==> config.mk <==
export PLATFORM = sky130hd
export DESIGN_NAME = ljspf_div
export DESIGN_NICKNAME = d
export VERILOG_FILES = /design/src/rtl/core/lj_site_pair_force_defines.svh /design/src/rtl/core/ljspf_pkg.sv /design/src/rtl/core/ljspf_div.sv
export SDC_FILE = /design/constraint.sdc
export NUM_CORES = 2
export LEC_CHECK = 0
export ABC_AREA = 1
export BUFFER_PORTS_ARGS = -buffer_cell sky130_fd_sc_hd__buf_2
export CAP_MARGIN = 20
export CELL_PAD_IN_SITES_DETAIL_PLACEMENT = 1
export CELL_PAD_IN_SITES_GLOBAL_PLACEMENT = 2
export CORE_MARGIN = 3
export CORE_UTILIZATION = 33
export DETAILED_ROUTE_END_ITERATION = 10
export GPL_ROUTABILITY_DRIVEN = 0
export PLACE_DENSITY = 0.84
export SLEW_MARGIN = 30
export SYNTH_ARGS = -nofsm -noshare
export SYNTH_HDL_FRONTEND = slang
export SYNTH_SLANG_ARGS = --single-unit
==> constraint.sdc <==
create_clock -name i_clk -period 10.2 [get_ports i_clk]
set_clock_uncertainty 0.15 [all_clocks]
set_input_delay 2.04 -clock i_clk [delete_from_list [all_inputs] [get_ports i_clk]]
set_output_delay 2.04 -clock i_clk [all_outputs]
set_load 0.03 [all_outputs]
==> src/rtl/core/lj_site_pair_force_defines.svh <==
// Assertion macros shared by the pair force RTL.
`ifndef LJ_SITE_PAIR_FORCE_DEFINES_SVH
`define LJ_SITE_PAIR_FORCE_DEFINES_SVH

`ifndef SYNTHESIS
`define LJSPF_ASSERT_IMP(name, clk, rstn, ante, cons) \
    name: assert property (@(posedge clk) disable iff (!rstn) (ante) |-> (cons)) \
        else $error("ljspf assertion failed");
`define LJSPF_ASSERT_NXT(name, clk, rstn, ante, cons) \
    name: assert property (@(posedge clk) disable iff (!rstn) (ante) |=> (cons)) \
        else $error("ljspf assertion failed");
`else
`define LJSPF_ASSERT_IMP(name, clk, rstn, ante, cons)
`define LJSPF_ASSERT_NXT(name, clk, rstn, ante, cons)
`endif

`endif

==> src/rtl/core/ljspf_pkg.sv <==
// Types, constants and helper functions of the pair force block.
`default_nettype none
package ljspf_pkg;

    localparam int FRAC_BITS = 16;
    localparam int COORD_W   = 32;
    localparam int FORCE_W   = 48;
    localparam int COEF_W    = 48;
    localparam int CFG_IDX_W = 3;
    localparam int EXP_W     = 12;

    localparam int E_SQ  = -2 * FRAC_BITS;
    localparam int E_C12 = 1 - FRAC_BITS;
    localparam int E_C6  = -FRAC_BITS;
    localparam int E_AD  = -FRAC_BITS;

    localparam int DIV_STG = 8;
    localparam int DIV_BPS = 32 / DIV_STG;
    localparam int DIV_S0  = 9;
    localparam int NSTG    = 25;

    localparam logic [FORCE_W-1:0] F_MAX = {1'b0, {(FORCE_W-1){1'b1}}};
    localparam logic [FORCE_W-1:0] F_MIN = {1'b1, {(FORCE_W-1){1'b0}}};

    localparam logic [COEF_W-1:0] RST_CC_REP = 48'd7352483840000;
    localparam logic [COEF_W-1:0] RST_CC_ATT = 48'd3999688294;
    localparam logic [COEF_W-1:0] RST_HH_REP = 48'd58984366080;
    localparam logic [COEF_W-1:0] RST_HH_ATT = 48'd241599775;
    localparam logic [COEF_W-1:0] RST_CH_REP = 48'd822758604800;
    localparam logic [COEF_W-1:0] RST_CH_ATT = 48'd983020339;

    typedef enum logic [CFG_IDX_W-1:0] {
        CFG_CC_REP = 3'd0,
        CFG_CC_ATT = 3'd1,
        CFG_HH_REP = 3'd2,
        CFG_HH_ATT = 3'd3,
        CFG_CH_REP = 3'd4,
        CFG_CH_ATT = 3'd5
    } t_cfg_idx;

    typedef logic signed [EXP_W-1:0] t_exp;

    typedef struct packed {
        logic [31:0] m;
        t_exp        e;
    } t_pf;

    function automatic logic [6:0] msb66(input logic [65:0] v);
        logic [6:0] p;
        p = '0;
        for (int i = 0; i < 66; i++) begin
            if (v[i]) begin
                p = 7'(i);
            end
        end
        return p;
    endfunction

    function automatic logic [31:0] nshift(input logic [65:0] v, input logic [6:0] p);
        logic [96:0] t;
        t = {v, 31'b0} >> p;
        return t[31:0];
    endfunction

    function automatic t_exp pos_exp(input t_exp base, input logic [6:0] p);
        return base + t_exp'({5'b0, p}) - t_exp'(31);
    endfunction

    function automatic t_pf pf_mnorm(input logic [63:0] p, input t_exp e);
        t_pf r;
        if (p[63]) begin
            r.m = p[63:32];
            r.e = e + t_exp'(32);
        end else begin
            r.m = p[62:31];
            r.e = e + t_exp'(31);
        end
        return r;
    endfunction

endpackage
`default_nettype wire

==> src/rtl/core/ljspf_div.sv <==
// Pipelined restoring divider giving a 32-bit quotient, four bits per stage.
`default_nettype none
module ljspf_div (
    input  wire logic                            i_clk,
    input  wire logic [ljspf_pkg::DIV_STG-1:0]   i_en,
    input  wire logic [31:0]                     i_num,
    input  wire logic [31:0]                     i_den,
    output logic      [31:0]                     o_quo
);

    logic [31:0] r_rem [ljspf_pkg::DIV_STG];
    logic [31:0] r_quo [ljspf_pkg::DIV_STG];
    logic [31:0] r_den [ljspf_pkg::DIV_STG];
    logic [31:0] n_rem [ljspf_pkg::DIV_STG];
    logic [31:0] n_quo [ljspf_pkg::DIV_STG];
    logic [31:0] n_den [ljspf_pkg::DIV_STG];

    always_comb begin
        logic [31:0] rem;
        logic [31:0] quo;
        logic [31:0] den;
        logic [32:0] t;
        logic        bin;
        for (int j = 0; j < ljspf_pkg::DIV_STG; j++) begin
            if (j == 0) begin
                rem = {1'b0, i_num[31:1]};
                quo = '0;
                den = i_den;
            end else begin
                rem = r_rem[j-1];
                quo = r_quo[j-1];
                den = r_den[j-1];
            end
            for (int b = 0; b < ljspf_pkg::DIV_BPS; b++) begin
                bin = (j == 0 && b == 0) ? i_num[0] : 1'b0;
                t = {rem, bin};
                if (t >= {1'b0, den}) begin
                    t   = t - {1'b0, den};
                    quo = {quo[30:0], 1'b1};
                end else begin
                    quo = {quo[30:0], 1'b0};
                end
                rem = t[31:0];
            end
            n_rem[j] = rem;
            n_quo[j] = quo;
            n_den[j] = den;
        end
    end

    always_ff @(posedge i_clk) begin
        for (int j = 0; j < ljspf_pkg::DIV_STG; j++) begin
            if (i_en[j]) begin
                r_rem[j] <= n_rem[j];
                r_quo[j] <= n_quo[j];
                r_den[j] <= n_den[j];
            end
        end
    end

    assign o_quo = r_quo[ljspf_pkg::DIV_STG-1];

endmodule
`default_nettype wire

==> flow_summary.json <==
{
  "postRouteAntennaNets": 0,
  "cts_tree": "built",
  "critPathLaunchType": "flop",
  "dr.pass1.iters": 5,
  "htree_levels": 3,
  "report.final.slew_viol_count": 0,
  "setup_viol_count_final": 0,
  "wl_per_cell_um": 21.6,
  "r2r-end": "r_rem[6][25]",
  "layout.cells.non_filler": 19200,
  "synthCells": 13900,
  "worst_pin_slew_ns": 0.895,
  "post-dp-hpwl_um": 355000,
  "synth_top_cell_by_area": "edfxtp_1",
  "drc": 0,
  "async_flop_share": 0,
  "yosysTopAreaCellShare": 0.202,
  "ys_top_cells_by_area": "edfxtp_1, nand2_1, ha_1",
  "start_util": 0.332,
  "finalCriticalPeriod_ns": 9.70,
  "ctsHoldBuffers": 0,
  "yosysMostFrequentCell": "nand2_1",
  "die_area_sq_um": 274000,
  "min_path_type": "flop to flop",
  "area_delta_synth_final_pct": 23.1,
  "max_slew_margin": 0.403,
  "clock_sinks": 592,
  "coreArea_sq_um": 266000,
  "cp_data_required_time_ns": 10.65,
  "synth-seq-cells": 592,
  "synthTopCellsByCount": "nand2_1, inv_1, nor2_1",
  "reg2reg_from": "r_den[5][20]",
  "finalHoldViolCount": 0,
  "clock_path_buffers": 3,
  "via_per_inst": 5.28,
  "min_period_over_period": 0.951,
  "crit_start": "r_den[5][20]",
  "root_buffer": "clkbuf_16",
  "fillers": 35300,
  "drv_cap": 0,
  "cp_max_fo": 44,
  "antenna_found_initial": 12,
  "synth-edff-count": 592,
  "syn-cell-area_sq_um": 88200,
  "final_area_sq_um": 109000,
  "yosys_most_used_dff": "edfxtp_1",
  "yosys_warnings": 0,
  "layout-drive-gt1-share": 0.148,
  "place_area_sq_um": 105000,
  "cpMostUsedCell": "nand2_1",
  "r2r.worst_path.cells": 52,
  "fmax_mhz": 103,
  "clk_pin_slew_worst_paths_ns": 0.06,
  "final_core_util": 0.409,
  "cp_slowest_stage_delay_ns": 0.53,
  "first_iter_violations": 6210,
  "crit_end": "r_rem[6][25]",
  "r2r_setup_slack_ns": 0.50,
  "synth_area_per_cell_sq_um": 6.34,
  "row_count": 189,
  "numCtsBuffers": 73,
  "dp_cells": 19000,
  "num_vias": 101000,
  "die-width_um": 523,
  "grtUsageTotal": 0.291,
  "grt_pass1_wl_um": 614000,
  "worstSetupPathType": "flop to flop",
  "setup_tns_ns": 0,
  "crit_arrival_ns": 10.15,
  "portBuffers": 104,
  "crit_path_end_kind": "flop",
  "synth.distinct_cells": 69,
  "io_pins": 105,
  "globalRouteOverflowTotal": 0,
  "slowest_stage": "edfxtp_1",
  "fin_nets": 16700,
  "synth_nets": 15000,
  "outcome": "completed",
  "grt_pass1_vias": 103000,
  "yosysSeqAreaShare": 0.202,
  "die_h_um": 523,
  "clk-insertion-delay-late_ns": 0.75,
  "drt_wl_total_um": 414000,
  "grt_max_degree": 71
}
==> repair_timing <==
item                                    CTS  global route
gates resized for setup                   3           271
endpoints found under the setup margin   33           232
endpoints found under the hold margin     0             0
buffers inserted                          0            59
pin swaps                                 1            14
cloned                                    1             6
==> worst min path at each step <==
stage	startpoint	to	slack [ns]	depth (start not counted)
2_1_floorplan	r_quo[0][64]	r_quo[0][100]	0.25	0
3_3_place_gp	r_quo[1][43]	r_quo[1][79]	0.25	0
3_5_place_dp	r_quo[1][67]	r_quo[1][103]	0.26	0
4_1_cts	r_quo[1][4]	r_quo[1][40]	0.25	0
5_1_grt	r_quo[1][4]	r_quo[1][40]	0.26	0
6_report	r_quo[1][4]	r_quo[1][40]	0.26	0
==> layer usage <==
metal | global-route usage | wire length, um | part of all wire | vias to the layer above
li1 | - | - | - | 49700
met5 | 0 | 13 | 0.000031 | -
met1 | 0.347 | 172000 | 0.42 | 48400
met3 | 0.0278 | 16500 | 0.040 | 828
met4 | 0.161 | 26700 | 0.065 | 2
met2 | 0.512 | 198000 | 0.48 | 2257
==> layout by cell type (no fill, tap or decap), drive strengths merged, types with 4 or more instances in the layout <==
cell type | Yosys | final
and3 | 11 | 11
o211ai | 32 | 32
buf | 189 | 1808
a41o | 6 | 6
clkinv | 0 | 22
xor2 | 420 | 420
o211a | 4 | 4
or2 | 84 | 84
nor2 | 1149 | 1151
clkinvlp | 0 | 12
a31oi | 66 | 66
nand4 | 171 | 171
nand3 | 921 | 921
a21o | 84 | 84
fa | 9 | 9
bufinv | 0 | 10
o21ai | 882 | 882
a21boi | 45 | 45
diode | 0 | 5
nand2 | 4559 | 4559
and2 | 8 | 8
clkbuf | 36 | 83
o221ai | 6 | 6
edfxtp | 592 | 592
o21bai | 83 | 83
ha | 1001 | 1001
a211oi | 13 | 13
nand3b | 56 | 56
a31o | 4 | 4
nor3 | 162 | 162
nor4 | 71 | 71
o21a | 82 | 82
o31ai | 14 | 14
a21oi | 1107 | 1107
a221oi | 32 | 32
xnor2 | 345 | 345
inv | 1659 | 1669
==> critical path, delay by kind of cell (launching register included) <==
kind | cells | cell delay (ns)
AO/OA/AOI/OAI | 13 | 2.74
flip-flops | 1 | 0.53
buffers and inverters | 9 | 1.51
AND/OR/NAND/NOR | 25 | 2.97
adder cells (fa/ha/maj) | 4 | 1.39
XOR/XNOR | 1 | 0.18
==> per-stage QoR <==
step / hold slack (ns) / setup WS, ns
2_1_floorplan: 0.250 / 0.530
3_3_place_gp: 0.252 / -0.0597
3_5_place_dp: 0.255 / -0.411
4_1_cts: 0.252 / 0.0112
5_1_grt: 0.263 / -0.0396
6_report: 0.255 / 0.498
==> final cells by class <==
| type | instances | area (sq um) | share of cell area |
|---|---|---|---|
| Multi-Input combinational cell | 11400 | 63600 | 0.586 |
| Sequential cell | 592 | 17800 | 0.164 |
| Timing Repair Buffer | 1811 | 14000 | 0.129 |
| Inverter | 1659 | 6290 | 0.0579 |
| Tap cell | 3533 | 4420 | 0.0407 |
| Clock buffer | 80 | 1850 | 0.0171 |
| Clock inverter | 54 | 662 | 0.00609 |
| Antenna cell | 5 | 12.5 | 0.000115 |
==> registers in the layout (all words and copies together), names as in the netlist <==
signal  flops
r_rem     224
r_quo     144
r_den     224
==> kinds of logic after synthesis <==
logic type	count (synthesis)	synth area share
and+or+nand+nor	7195	0.338
AOI/OAI and AO/OA	2476	0.156
buffers and inverters	1884	0.0849
adders and majority gates	1010	0.144
xor gates and xnor gates	765	0.0760
DFF	592	0.202
Power is left out: the tool's default activity adds up to more than one toggle a clock period on the data nets, which glitch-free logic cannot reach.
